===== config.mk =====
export PLATFORM = sky130hd
export DESIGN_NAME = fss_queue
export DESIGN_NICKNAME = d
export VERILOG_FILES = /design/src/hdl/fss_pkg.sv /design/src/hdl/fss_queue.sv
export SDC_FILE = /design/constraint.sdc
export NUM_CORES = 1
export LEC_CHECK = 0
export BUFFER_PORTS_ARGS = -buffer_cell sky130_fd_sc_hd__clkbuf_2
export CAP_MARGIN = 10
export CELL_PAD_IN_SITES_DETAIL_PLACEMENT = 0
export CELL_PAD_IN_SITES_GLOBAL_PLACEMENT = 2
export CORE_UTILIZATION = 30
export CTS_CLUSTER_DIAMETER = 30
export DETAILED_ROUTE_END_ITERATION = 16
export PLACE_DENSITY = 0.68
export SYNTH_ARGS = -nofsm -noshare
export SYNTH_HDL_FRONTEND = slang
export SYNTH_SLANG_ARGS = --single-unit

===== constraint.sdc =====
create_clock -name clk -period 5.3 [get_ports clk]
set_clock_uncertainty 0.1 [all_clocks]
set_input_delay 0.265 -clock clk [delete_from_list [all_inputs] [get_ports clk]]
set_output_delay 0.265 -clock clk [all_outputs]
set_load 0.02 [all_outputs]

===== src/hdl/fss_pkg.sv =====
`timescale 1ns / 1ps
package fss_pkg;
	localparam int POS_W      = 24;
	localparam int DIFF_W     = 25;
	localparam int L2_W       = 50;
	localparam int MD_W       = 16;
	localparam int MS_W       = 24;
	localparam int NUM_W      = 56;
	localparam int DEN_W      = 50;
	localparam int QUO_W      = 25;
	localparam int DIV_CNT_W  = $clog2(QUO_W + 1);
	localparam int TERM_SH    = 24;
	localparam int NORM_W     = 31;
	localparam int ROOT_W     = 32;
	localparam int RAD_W      = 64;
	localparam int ROOT_CNT_W = $clog2(ROOT_W + 1);
	localparam int CFG_IDX_W  = 1;
	localparam int QDEPTH     = 2;
	localparam int PTR_W      = $clog2(QDEPTH);

	localparam logic [CFG_IDX_W-1:0] REG_MAX_SPEED = 1'd0;
	localparam logic [CFG_IDX_W-1:0] REG_MIN_DIST  = 1'd1;

	localparam logic [MS_W-1:0] MAX_SPEED_RST = 24'd256;
	localparam logic [MD_W-1:0] MIN_DIST_RST  = 16'd1;

	localparam logic [POS_W-1:0] VEL_MAX = 24'h7FFFFF;
	localparam logic [POS_W-1:0] VEL_MIN = 24'h800000;

	typedef struct packed {
		logic [DIFF_W-1:0] dx;
		logic [DIFF_W-1:0] dy;
		logic [L2_W-1:0]   l2;
		logic              skip;
		logic              last;
		logic              empty;
	} job_t;
endpackage


===== src/hdl/fss_queue.sv =====
`timescale 1ns / 1ps
module fss_queue (
	input  logic          clk,
	input  logic          arst_n,
	input  logic          push,
	input  fss_pkg::job_t push_job,
	output logic          full,
	input  logic          pop,
	output logic          not_empty,
	output fss_pkg::job_t head
);
	import fss_pkg::*;

	job_t             mem_q [QDEPTH];
	logic [PTR_W-1:0] wr_q, rd_q;
	logic [PTR_W:0]   cnt_q;

	assign full      = (cnt_q == (PTR_W+1)'(QDEPTH));
	assign not_empty = (cnt_q != '0);
	assign head      = mem_q[rd_q];

	always_ff @(posedge clk or negedge arst_n) begin
		if (!arst_n) begin
			wr_q  <= '0;
			rd_q  <= '0;
			cnt_q <= '0;
		end else begin
			if (push) wr_q <= wr_q + 1'b1;
			if (pop) rd_q <= rd_q + 1'b1;
			if (push && !pop) cnt_q <= cnt_q + 1'b1;
			else if (pop && !push) cnt_q <= cnt_q - 1'b1;
		end
	end

	always_ff @(posedge clk) begin
		if (push) mem_q[wr_q] <= push_job;
	end

	a_no_overflow: assert property (@(posedge clk) disable iff (!arst_n) push |-> !full)
		else $error("queue written while full");
	a_no_underflow: assert property (@(posedge clk) disable iff (!arst_n) pop |-> not_empty)
		else $error("queue read while empty");
endmodule


-- Yosys cells after proc, flatten, opt, wreduce, memory -nomap -nowiden
Memory sizes are Yosys's and may differ from the RTL's.
Cells that the tools add are included.
- multiplexer cells: 4
- reductions and logical operators: 6
- eq/ne operators: 1
- add/sub/neg operators: 4
- operators with widths (cell ; count):
    2-bit 2-to-1 mux ; 2
    2-bit nonzero test ; 2
    1-bit adder, second input constant ; 2
    2-bit by 1-bit adder with 2-bit output, second input constant ; 1
    2-bit equality test, second input constant ; 1
    1-bit logical AND ; 2
    1-bit logical NOT ; 2
    1-bit 2-to-1 mux ; 2
    2-bit by 1-bit subtractor with 2-bit output, second input constant ; 1
- RAM bits: 206
- memories: 1
- bits in registers: 4
- input bits: 107
- output and inout bits: 105
- memory list (name ; words ; bits a word ; rd ports ; clocked after Yosys merged registers in ; wr ports ; line ; text):
    mem_q ; 2 ; 103 ; 1 ; 0 ; 1 ; fss_queue.sv:14 ; job_t mem_q [QDEPTH];

-- Depth between registers and ports, before layout
- word-level depth: 4
- gate-level depth with buffers: 5

-- Least setup slack after synthesis
OpenSTA, ideal clock, no wires.
- path type: register -> register
- from: reg wr_q
- to: mem mem_q[0][0] (netlist bit), enable pin
- path slack: -0.338 ns
- arrival time: 4.960 ns
- clock period less this slack: 5.638 ns
- stages on the path, launching flop included: 2
- path through: dfrtp_1 -> nor2b_1
- RTL lines (element ; line ; text):
    from (decl) ; fss_queue.sv:15 ; logic [PTR_W-1:0] wr_q, rd_q;
    from (signal assigned) ; fss_queue.sv:28 ; if (push) wr_q <= wr_q + 1'b1;
    to (decl) ; fss_queue.sv:14 ;
Straight into the memory's write port.

==> results.tsv <==
metric	value	unit
status	completed	
Slew Limit Fails	0	
WL/cell	15.1	um
root buffer selected by CTS	clkbuf_16	
critical path, cell by cell	buf_4, mux2_2, clkbuf_2	
hold-critical path depth	2	
non-filler cells, final	1064	
dominant cell type by area after synthesis	edfxtp_1	
ratio of cells with drive above 1 in the final layout	0.538	
sequential fraction of the synthesis area	0.798	
FF+latch count, synth	210	
hpwl dp	9710	um
width of the die	164	um
number of global-route vias before repair	4961	
hold slack	387	ps
GP Congestion	0.691	
Synth area leaders	edfxtp_1, mux2_4, mux2_2	
Num CTS Buffers	47	
area of the multi-input gates	1480	um2
Post-CTS Resized	0	
Layout Area Growth over Synthesis	51.6	%
crit start category	flip-flop	
WP data required	4930	ps
HP Class	primary input to flip-flop	
post-layout minimum cycle time	3040	ps
Post-synth top cells	edfxtp_1, mux2_4, mux2_2	
floorplan core area	25500	um2
CTS tree	done	
worst reg-to-reg path cell count	2	
Cell variety after synth	15	
setup slack after layout	2260	ps
Mapped Cells	337	
Max Cap Viol	0	
Die Area	26900	um2
initial antenna violation count	0	
Max FO, Critical Path	56	
Num Clock Sinks	210	
power per standard cell area	589	nW/um2
Final ANT Viol Nets	0	
Worst Tran Pin Value	938	ps
clk_lat worst skew	510	ps
clock buffer depth	3	
IO buf count	211	
routed vias/inst	4.16	
gr ovfl total	0	
Syn Area/Cell	23.4	um2
# rows	58	
Inserted Diodes	0	
Worst path max stage delay	1010	ps
Setup CP Type	flip-flop to primary output	
final worst-path cycle share	0.573	
Routed WL	16100	um
number of synthesized flops with an enable pin	206	
Max Clk Rate	0.329	GHz
Final Hold Fails	0	
Initial Util	0.309	
Slew HR	0.374	
syn_nets	445	
worst path arrival time	2670	ps
FILL cells	2182	
Nets	805	
asr flop ratio synth	0.0190	
most frequent cell after synthesis	edfxtp_1	
router iterations before antenna repair	4	
Setup Viol. Count Final	0	
GRT Overall Usage	0.119	
slowest CP cell	dfrtp_4	
crit end category	primary output	
H-tree depth	2	
boundary pin count	212	
synthesized cell area	7870	um2
post-route DRC violation count	0	
global-route wire length before repair	24600	um
DR vias	4424	
Vert. Die Dim	164	um
Cell Count Post-Placement	871	
setup TNS	0	ps
clk slew on worst S/H paths	40	ps
Synth top area share	0.786	
Util after Layout	0.469	
worst vdd rail ir drop	335	uV
Yosys warnings	0	
largest net degree at the start of global routing	64	
most common flop cell mapped by yosys	edfxtp_1	
Place WS	2720	ps
RSZ-0062 raised after global routing	false	
Lkg Pwr	4.80	nW
Seq. cell area	6290	um2
1st-iter DRT viols	137	
==> sequential cells by signal, indices dropped and copies added, names as in the netlist <==
| signal | flops |
|---|---|
| wr_q | 1 |
| mem_q | 206 |
| cnt_q | 2 |
| rd_q | 1 |
==> cells by family after synthesis <==
group,count (synthesis),synth area share
xor+xnor,5,0.00556
buf+inv,13,0.0149
simple gates,5,0.00366
mux,103,0.176
fa+ha+maj,1,0.00159
flops,210,0.798
==> layout by cell type (no fill, tap or decap), types with 3 or more instances in the layout <==
cell type / Yosys / routed
clkbuf_2: 0 / 211
edfxtp_1: 206 / 206
dlygate4sd3_1: 0 / 107
mux2_4: 60 / 60
clkbuf_16: 0 / 49
mux2_2: 43 / 43
clkinv_1: 0 / 10
clkinv_2: 0 / 9
bufinv_16: 0 / 7
clkinvlp_4: 0 / 6
buf_4: 0 / 5
xor2_1: 4 / 4
clkbuf_1: 0 / 4
dfrtp_1: 4 / 3
==> final cells by class <==
type                            instances  area share
Sequential cell                       210       0.527
Timing Repair Buffer                  323       0.181
Clock inverter                         33      0.0290
Inverter                                1    0.000314
Tap cell                              330      0.0346
Multi-Input combinational cell        114       0.124
Clock buffer                           53       0.104
==> critical path: cells and delay by family (launching register included) <==
kind     cells  cell delay [ps]
buf+inv      2              720
flops        1             1010
mux          1              390
==> per-stage QoR <==
| stage | power, mW | instance area (um2) |
|---|---|---|
| after floorplan | 3.70 | 7880 |
| after global placement | 4.18 | 9280 |
| after detailed placement | 4.21 | 9280 |
| after CTS | 7.15 | 11900 |
| after global routing | 7.35 | 11900 |
| final | 7.03 | 11900 |
==> per-layer routing <==
metal / up-vias / GRT usage / share of wire
li1: 2082 / - / -
met1: 2143 / 0.128 / 0.40
met2: 169 / 0.208 / 0.50
met3: 30 / 0.0515 / 0.091
met4: 0 / 0.0412 / 0.017
met5: - / 0 / 0
==> final timing paths <==
kind	from	end	slack, ps
setup / recovery	rd_q$_DFFE_PN0P_	head[82]	2260
hold / removal	push_job[80]	mem_q[0][80]$_DFFE_PP_	390
setup reg to reg	wr_q$_DFFE_PN0P_	mem_q[1][52]$_DFFE_PP_	2920
hold reg to reg	cnt_q[1]$_DFFE_PN0P_	cnt_q[1]$_DFFE_PN0P_	400
max in group asynchronous	arst_n	rd_q$_DFFE_PN0P_	4330
min in group asynchronous	arst_n	rd_q$_DFFE_PN0P_	570
==> where the power goes <==
group          internal (mW)  switching [mW]  total (mW)  leakage (nW)
clock                   2.00           0.833        2.83         0.763
combinational          0.808            1.00        1.81          2.06
sequential              2.21           0.175        2.39          1.98
==> repair_timing <==
item / CTS / global route
hold endpoints to repair: 212 / 0
endpoints found under the setup margin: 0 / 0
buffers inserted: 0 / 0
hold buffers: 107 / 0
Power figures use the tool's default switching activity.
