### config.mk
export PLATFORM = sky130hd
export DESIGN_NAME = fss_front_flat
export DESIGN_NICKNAME = d
export VERILOG_FILES = /design/src/hdl/fss_pkg.sv /design/src/hdl/fss_in_if.sv /design/src/hdl/fss_front.sv /design/src/flat_wrapper.sv
export SDC_FILE = /design/constraint.sdc
export NUM_CORES = 2
export LEC_CHECK = 0
export BUFFER_PORTS_ARGS = -buffer_cell sky130_fd_sc_hd__buf_2
export CAP_MARGIN = 10
export CORE_ASPECT_RATIO = 0.75
export CORE_MARGIN = 2
export CORE_UTILIZATION = 50
export CTS_BUF_LIST = sky130_fd_sc_hd__clkbuf_4 sky130_fd_sc_hd__clkbuf_8
export DETAILED_ROUTE_END_ITERATION = 8
export GPL_ROUTABILITY_DRIVEN = 1
export PLACE_DENSITY = 0.69
export SETUP_SLACK_MARGIN = 0.15
export SYNTH_ARGS = -nofsm -noshare
export SYNTH_HDL_FRONTEND = slang
export SYNTH_SLANG_ARGS = --single-unit
export TNS_END_PERCENT = 50
### constraint.sdc
create_clock -name clk -period 10.74 [get_ports clk]
set_clock_uncertainty 0.2 [all_clocks]
set_input_delay 1.611 -clock clk [delete_from_list [all_inputs] [get_ports clk]]
set_output_delay 1.611 -clock clk [all_outputs]
set_load 0.05 [all_outputs]
### src/hdl/fss_pkg.sv
`timescale 1ns / 1ps
package fss_pkg;
	localparam int POS_W      = 24;
	localparam int DIFF_W     = 25;
	localparam int L2_W       = 50;
	localparam int MD_W       = 16;
	localparam int MS_W       = 24;
	localparam int NUM_W      = 56;
	localparam int DEN_W      = 50;
	localparam int QUO_W      = 25;
	localparam int DIV_CNT_W  = $clog2(QUO_W + 1);
	localparam int TERM_SH    = 24;
	localparam int NORM_W     = 31;
	localparam int ROOT_W     = 32;
	localparam int RAD_W      = 64;
	localparam int ROOT_CNT_W = $clog2(ROOT_W + 1);
	localparam int CFG_IDX_W  = 1;
	localparam int QDEPTH     = 2;
	localparam int PTR_W      = $clog2(QDEPTH);

	localparam logic [CFG_IDX_W-1:0] REG_MAX_SPEED = 1'd0;
	localparam logic [CFG_IDX_W-1:0] REG_MIN_DIST  = 1'd1;

	localparam logic [MS_W-1:0] MAX_SPEED_RST = 24'd256;
	localparam logic [MD_W-1:0] MIN_DIST_RST  = 16'd1;

	localparam logic [POS_W-1:0] VEL_MAX = 24'h7FFFFF;
	localparam logic [POS_W-1:0] VEL_MIN = 24'h800000;

	typedef struct packed {
		logic [DIFF_W-1:0] dx;
		logic [DIFF_W-1:0] dy;
		logic [L2_W-1:0]   l2;
		logic              skip;
		logic              last;
		logic              empty;
	} job_t;
endpackage

### src/hdl/fss_in_if.sv
`timescale 1ns / 1ps
interface fss_in_if;
	logic                        valid;
	logic                        ready;
	logic [fss_pkg::POS_W-1:0]   agent_x;
	logic [fss_pkg::POS_W-1:0]   agent_y;
	logic [fss_pkg::POS_W-1:0]   neighbor_x;
	logic [fss_pkg::POS_W-1:0]   neighbor_y;
	logic                        last_neighbor;
	logic                        no_neighbors;
	modport source(output valid, agent_x, agent_y, neighbor_x, neighbor_y, last_neighbor,
		no_neighbors, input ready);
	modport sink(input valid, agent_x, agent_y, neighbor_x, neighbor_y, last_neighbor,
		no_neighbors, output ready);
endinterface

### src/hdl/fss_front.sv
`timescale 1ns / 1ps
module fss_front (
	input  logic                     clk,
	input  logic                     arst_n,
	fss_in_if.sink                   nbr,
	input  logic [fss_pkg::MD_W-1:0] min_distance,
	input  logic                     full,
	output logic                     push,
	output fss_pkg::job_t            push_job
);
	import fss_pkg::*;

	localparam logic [1:0] F_IDLE = 2'd0;
	localparam logic [1:0] F_SQ   = 2'd1;
	localparam logic [1:0] F_PUSH = 2'd2;

	logic [1:0]          state_q;
	logic [DIFF_W-1:0]   dx_s1, dy_s1;
	logic                last_s1, empty_s1;
	logic [DIFF_W-1:0]   ux, uy;
	logic [L2_W-1:0]     ux2_s2, uy2_s2;
	logic [2*MD_W-1:0]   md2_s2;
	logic [L2_W-1:0]     l2;

	assign nbr.ready = (state_q == F_IDLE);
	assign ux = dx_s1[DIFF_W-1] ? -dx_s1 : dx_s1;
	assign uy = dy_s1[DIFF_W-1] ? -dy_s1 : dy_s1;
	assign l2 = ux2_s2 + uy2_s2;
	assign push = (state_q == F_PUSH) && !full;

	always_comb begin
		push_job.dx    = dx_s1;
		push_job.dy    = dy_s1;
		push_job.l2    = l2;
		push_job.skip  = (l2 == '0) || (l2 < L2_W'(md2_s2));
		push_job.last  = last_s1;
		push_job.empty = empty_s1;
	end

	always_ff @(posedge clk or negedge arst_n) begin
		if (!arst_n) begin
			state_q <= F_IDLE;
		end else begin
			unique case (state_q)
				F_IDLE: if (nbr.valid) state_q <= F_SQ;
				F_SQ:   state_q <= F_PUSH;
				F_PUSH: if (!full) state_q <= F_IDLE;
				default: state_q <= F_IDLE;
			endcase
		end
	end

	always_ff @(posedge clk) begin
		if (state_q == F_IDLE && nbr.valid) begin
			dx_s1    <= {nbr.neighbor_x[POS_W-1], nbr.neighbor_x}
				- {nbr.agent_x[POS_W-1], nbr.agent_x};
			dy_s1    <= {nbr.neighbor_y[POS_W-1], nbr.neighbor_y}
				- {nbr.agent_y[POS_W-1], nbr.agent_y};
			last_s1  <= nbr.last_neighbor;
			empty_s1 <= nbr.no_neighbors;
		end
		if (state_q == F_SQ) begin
			ux2_s2 <= L2_W'(ux) * L2_W'(ux);
			uy2_s2 <= L2_W'(uy) * L2_W'(uy);
			md2_s2 <= (2*MD_W)'(min_distance) * (2*MD_W)'(min_distance);
		end
	end
endmodule

### src/flat_wrapper.sv
// flat-port wrapper written by rule: the top's interface ports become plain ports
module fss_front_flat import fss_pkg::*;
  (clk, arst_n, min_distance, full, push, push_job, nbr_valid, nbr_agent_x, nbr_agent_y, nbr_neighbor_x, nbr_neighbor_y, nbr_last_neighbor, nbr_no_neighbors, nbr_ready);
  fss_in_if nbr_i ();
  input  logic clk;
  input  logic arst_n;
  input  logic [fss_pkg::MD_W-1:0] min_distance;
  input  logic full;
  output logic push;
  output fss_pkg::job_t push_job;
  input wire logic [$bits(nbr_i.valid)-1:0] nbr_valid;
  input wire logic [$bits(nbr_i.agent_x)-1:0] nbr_agent_x;
  input wire logic [$bits(nbr_i.agent_y)-1:0] nbr_agent_y;
  input wire logic [$bits(nbr_i.neighbor_x)-1:0] nbr_neighbor_x;
  input wire logic [$bits(nbr_i.neighbor_y)-1:0] nbr_neighbor_y;
  input wire logic [$bits(nbr_i.last_neighbor)-1:0] nbr_last_neighbor;
  input wire logic [$bits(nbr_i.no_neighbors)-1:0] nbr_no_neighbors;
  output wire logic [$bits(nbr_i.ready)-1:0] nbr_ready;
  assign nbr_i.valid = nbr_valid;
  assign nbr_i.agent_x = nbr_agent_x;
  assign nbr_i.agent_y = nbr_agent_y;
  assign nbr_i.neighbor_x = nbr_neighbor_x;
  assign nbr_i.neighbor_y = nbr_neighbor_y;
  assign nbr_i.last_neighbor = nbr_last_neighbor;
  assign nbr_i.no_neighbors = nbr_no_neighbors;
  assign nbr_ready = nbr_i.ready;
  fss_front u_core (.clk(clk), .arst_n(arst_n), .nbr(nbr_i), .min_distance(min_distance), .full(full), .push(push), .push_job(push_job));
endmodule
### After elaboration in Yosys (flattened, before gate mapping)

Cells that the tools add are included.

| storage, ports and cells | value |
|---|---|
| flip-flop bits (word level) | 186 |
| output and inout port bits | 105 |
| input bits | 118 |
| logic and storage cells | 33 |

| cells by class | value |
|---|---|
| mux-type cells | 5 |
| $add $sub $neg | 5 |
| magnitude comparators | 1 |
| reduce and logical (&&, ||, !) cells | 7 |
| multiply operators | 3 |
| equality and inequality tests | 4 |

Operators by type and width:

| kind | number |
|---|---|
| 25-bit by 25-bit multiplier with 50-bit output | 2 |
| 50-bit adder | 1 |
| 50-bit logical NOT | 1 |
| 50-bit by 32-bit less-than comparator with 1-bit output | 1 |
| 25-bit 2-to-1 mux | 2 |
| 25-bit negator | 2 |
| 24-bit by 24-bit subtractor with 25-bit output | 2 |
| 16-bit by 16-bit multiplier with 32-bit output | 1 |
| 2-bit case mux with 3 select lines | 1 |
| 2-bit 2-to-1 mux | 2 |
| 2-bit inequality test (second input constant) | 2 |
| 2-bit by 1-bit == test with 1-bit output (second input constant) | 1 |
| 2-bit == test (second input constant) | 1 |
| 1-bit logical AND | 2 |
| 2-bit logical NOT | 1 |
| 2-bit AND reduction | 1 |
| 1-bit logical NOT | 1 |
| 1-bit logical OR | 1 |

### Depth between registers and ports, before layout

| logic depth | value |
|---|---|
| depth after elaboration | 3 |
| mapped depth | 40 |
| depth with buffers taken out | 37 |

### Least setup slack after synthesis

OpenSTA, ideal clock, no wires.

| timing | value |
|---|---|
| kind | reg-to-reg |
| start | register u_core.dy_s1[0] |
| end | register u_core.uy2_s2[49], data pin |
| cell stages (with the launch flop) | 39 |
| library setup time | 260 ps |
| arrival | 10126 ps |
| path slack | 154 ps |
| period minus slack after synthesis | 10586 ps |
| data required time | 10280 ps |
| path buffers | 3 |
| cells stage by stage | edfxtp_1 > clkbuf_1 > inv_1 > clkbuf_1 > ha_1 > nand2b_1 > or3_1 > or4_1 > or2_2 > o21ai_1 > xor2_1 > inv_1 > clkbuf_1 > nand2_1 > inv_1 > fa_1 > inv_1 > fa_1 > [... 3 more ...] > fa_1 > inv_1 > fa_1 > fa_1 > inv_1 > ha_1 > a21o_1 > a21o_1 > a21oi_1 > o21ai_0 > nor3_1 > o41a_1 > o21ai_0 > a2111oi_0 > o21ai_0 > a31o_2 > a21oi_1 > xnor2_1 |

| between the ends | value |
|---|---|
| cells in the longest elaborated chain, start to end | 3 |

RTL lines:

| what | RTL line | RTL |
|---|---|---|
| from (decl) | fss_front.sv:18 | `logic [DIFF_W-1:0] dx_s1, dy_s1;` |
| from (signal assigned) | fss_front.sv:57 | `dy_s1 <= {nbr.neighbor_y[POS_W-1], nbr.neighbor_y}` |
| 25-bit negator | fss_front.sv:27 | `assign uy = dy_s1[DIFF_W-1] ? -dy_s1 : dy_s1;` |
| 25-bit 2-to-1 mux * | fss_front.sv:27 |  |
| 25-bit by 25-bit multiplier with 50-bit output * | fss_front.sv:64 | `uy2_s2 <= L2_W'(uy) * L2_W'(uy);` |
| to (signal assigned) | fss_front.sv:64 |  |
| to (decl) | fss_front.sv:21 | `logic [L2_W-1:0] ux2_s2, uy2_s2;` |

Mark *: on every way between the ends. The rest lies on a longest branch, timed or not.
A chain may end at the register's enable or synchronous reset.

### Final worst setup path

| timing | value |
|---|---|
| start | register u_core.dy_s1[6] |
| end | register u_core.uy2_s2[48], data pin |

Same word-level chain as after synthesis.

==> metrics.md <==
| Metric | Value |
|---|---|
| Outcome | `finished, final reports clean` |
| ANT cells | `0` |
| Hold Path End | `u_core.state_q[1]$_DFFE_PN0P_` |
| CTS Buffer Depth | `2` |
| DR vias/cell | `5.27` |
| Final Cycle Share | `94.1%` |
| Largest net degree at the start of global routing | `76` |
| Drt wl/cell | `19.0 um` |
| Number of global-route vias before repair | `42,181` |
| Final WL | `142 mm` |
| Clock Pin Slew Worst Setup and Hold Paths | `0.12 ns` |
| Global-route wire length before repair | `229 mm` |
| Crit path kind | `register to register` |
| Final count of negative-setup-slack endpoints | `0` |
| Number of library cell types mapped by synthesis | `77` |
| Cts hold-fix bufs | `0` |
| Htree depth | `4` |
| Sink Count | `183` |
| Peak Freq | `0.0989 GHz` |
| EDFF count, synth | `181` |
| Count of final max-slew check failures | `0` |
| Global route overflow | `0` |
| Detailed placement HPWL | `122 mm` |
| IO Port Bufs | `222` |
| Antenna Violating Nets Remaining | `0` |
| Starting Density | `50.6%` |
| Sequential area share after synthesis | `10.3%` |
| CP endpoint kind | `register` |
| Tightest Pin Transition | `1.24 ns` |
| Gpl congestion | `0.988` |
| Worst R2R Start | `u_core.dy_s1[6]$_DFFE_PP_` |
| Mapped Cells | `5,774` |
| Slowest cell on the critical path | `or4_1` |
| Share of cells above drive strength 1 | `7.24%` |
| WP data arrival | `10.27 ns` |
| Yosys Warn Count | `0` |
| Worst-Skew Late Latency | `0.59 ns` |
| Crit path top cell by count | `fa_1` |
| Final nets | `7,875` |
| Ys flop type | `edfxtp_1` |
| Setup_tns | `0 ns` |
| Antenna violations before repair | `3` |
| CP Launch Type | `register` |
| Num CTS Buffers | `17` |
| Mapped Avg Cell Area | `9.25 um2` |
| Die ar. | `109,000 um2` |
| DR iter-0 viols | `2,870` |
| Mapped Area | `53,400 um2` |
| Slew margin rel. | `16.7%` |
| MaxCap Viol Count | `0` |
| Die H | `287 um` |
| FF-to-FF path depth | `34` |
| Setup slack, reg-to-reg | `0.63 ns` |
| HP Class | `register to register` |
| Final Hold Viols | `0` |
| Area delta synth->final | `7.80%` |
| Clock Tree Root | `clkbuf_8` |
| Rows | `103` |
| Tmin final | `10.11 ns` |
| CTS tree | `built` |
| Worst Path Max Fanout | `7` |
| Synth async-reset ratio | `1.09%` |
| Yosys reg bits | `183` |
| RSZ-0062 raised after global routing | `true` |
| Hold_sp | `u_core.state_q[0]$_DFFE_PN0P_` |
| Req. time, crit path | `10.90 ns` |
| Ports | `223` |
| Residual DRC | `0` |
| Vias | `39,494` |
| Hold path depth | `2` |
| Aggregate global-route resource usage | `27.2%` |
| Die width | `381 um` |
| CP peak stage delay | `0.57 ns` |
| Reg2reg end | `u_core.uy2_s2[48]$_DFFE_PN_` |
| Placeable Area | `106,000 um2` |
| Pre-antenna DRT Iters | `6` |
stage by stage:
step / area (um2) / utilization [%] / hold WS [ns] / worst slack, ns / std cells
floorplan: 53500 / - / 0.319 / 0.154 / 5808
global placement: 57000 / 54.0 / 0.382 / 0.229 / 7458
detailed placement: 57000 / 54.0 / 0.376 / 0.0952 / 7459
CTS: 57400 / 54.4 / 0.400 / 0.156 / 7491
global route: 57600 / 54.5 / 0.446 / 0.127 / 7497
finish: 57600 / 54.5 / 0.398 / 0.632 / 7497
cell type report:
cell class                 instances  area (um2)
timing repair buffer             356        2130
tap                             1417        1770
inverter                        1686        6340
multi-input combinational       3823       41400
sequential                       183        5490
fill                            9632       48000
clock buffer                      17         234
clock inverter                    15         193
worst max path at each step:
stage	end	cells after the start	start	slack (ns)
CTS	u_core.ux2_s2[49]$_DFFE_PN_	33	u_core.dx_s1[4]$_DFFE_PP_	0.16
finish	u_core.uy2_s2[48]$_DFFE_PN_	34	u_core.dy_s1[6]$_DFFE_PP_	0.63
detailed placement	u_core.uy2_s2[49]$_DFFE_PN_	32	u_core.dy_s1[6]$_DFFE_PP_	0.1
global placement	u_core.uy2_s2[49]$_DFFE_PN_	34	u_core.dy_s1[6]$_DFFE_PP_	0.23
global route	u_core.uy2_s2[48]$_DFFE_PN_	34	u_core.dy_s1[6]$_DFFE_PP_	0.13
floorplan	u_core.uy2_s2[49]$_DFFE_PN_	38	u_core.dy_s1[0]$_DFFE_PP_	0.15
layer usage:
layer	part of all wire (%)	track usage (%)	up-vias	wire length, um
met2	43	40.9	1663	61600
met4	1.7	5.18	2	2380
met3	12	9.04	175	17000
met5	0.014	0	-	20
met1	43	38.4	19581	61300
li1	-	-	18073	-
synthesized netlist by cell type, drive strengths merged, types with 9 or more instances:
library cell     n  area (um2)
nand3           53         265
ha             589        7370
a31oi           17         106
nand2          472        1770
clkbuf         111         417
a31o            10        87.6
nor4             9        62.6
a21o           106         796
a211o            9        78.8
inv           1674        6280
nor2b           32         200
a211oi          29         235
nand4           21         131
fa            1101       22000
xor2            89         780
and3            22         138
or3             26         163
o31ai           24         208
a21oi          182         911
edfxtp         181        5440
clkinv          12        45.0
o21ai          120         601
o21a            24         180
a21boi          16         120
nor2           392        1470
nand2b          30         188
o21bai          25         188
or4             16         120
or2             12        75.1
and2            66         413
nor3            43         215
xnor2          166        1450
critical path: cells and delay by family (launching register included):
family,cells,cell delay [ns]
AND/OR/NAND/NOR,7,2.22
flip-flops,1,0.44
buffers and inverters,7,0.64
adder cells (fa/ha/maj),8,3.91
AO/OA/AOI/OAI,10,2.27
XOR/XNOR,2,0.19
sequential cells by signal (all words and copies together), names as in the netlist:
register         count
u_core.dx_s1        25
u_core.dy_s1        25
u_core.empty_s1      1
u_core.last_s1       1
u_core.md2_s2       31
u_core.state_q       2
u_core.ux2_s2       49
u_core.uy2_s2       49
placed cells by master (no fill, tap or decap), drive strengths merged, types with 106 or more instances in the layout:
cell type	synthesis	final
a21o	106	106
inv	1674	1685
nand2	472	472
fa	1101	1101
buf	5	356
xnor2	166	166
o21ai	120	120
a21oi	182	182
edfxtp	181	181
nor2	392	392
ha	589	589
cells by family (layout without fill, tap and decap cells):
logic type | after synthesis | after routing | share of synthesized area, %
compound gates | 625 | 625 | 7.63
xor+xnor | 255 | 255 | 4.18
buf+inv | 1802 | 2074 | 12.7
fa+ha+maj | 1690 | 1690 | 55.1
mux | 5 | 5 | 0.0961
other cells | 2 | 36 | 0.0141
simple gates | 1212 | 1212 | 10.0
flops | 183 | 183 | 10.3
repair_timing:
item                       CTS  global route
setup endpoints to repair    2            23
gates resized for setup      1            20
pin swaps                    0             1
setup buffers                0             6
Power is not shown: default switching activity piles up to over one toggle a cycle in this logic, so the estimate is an artifact.
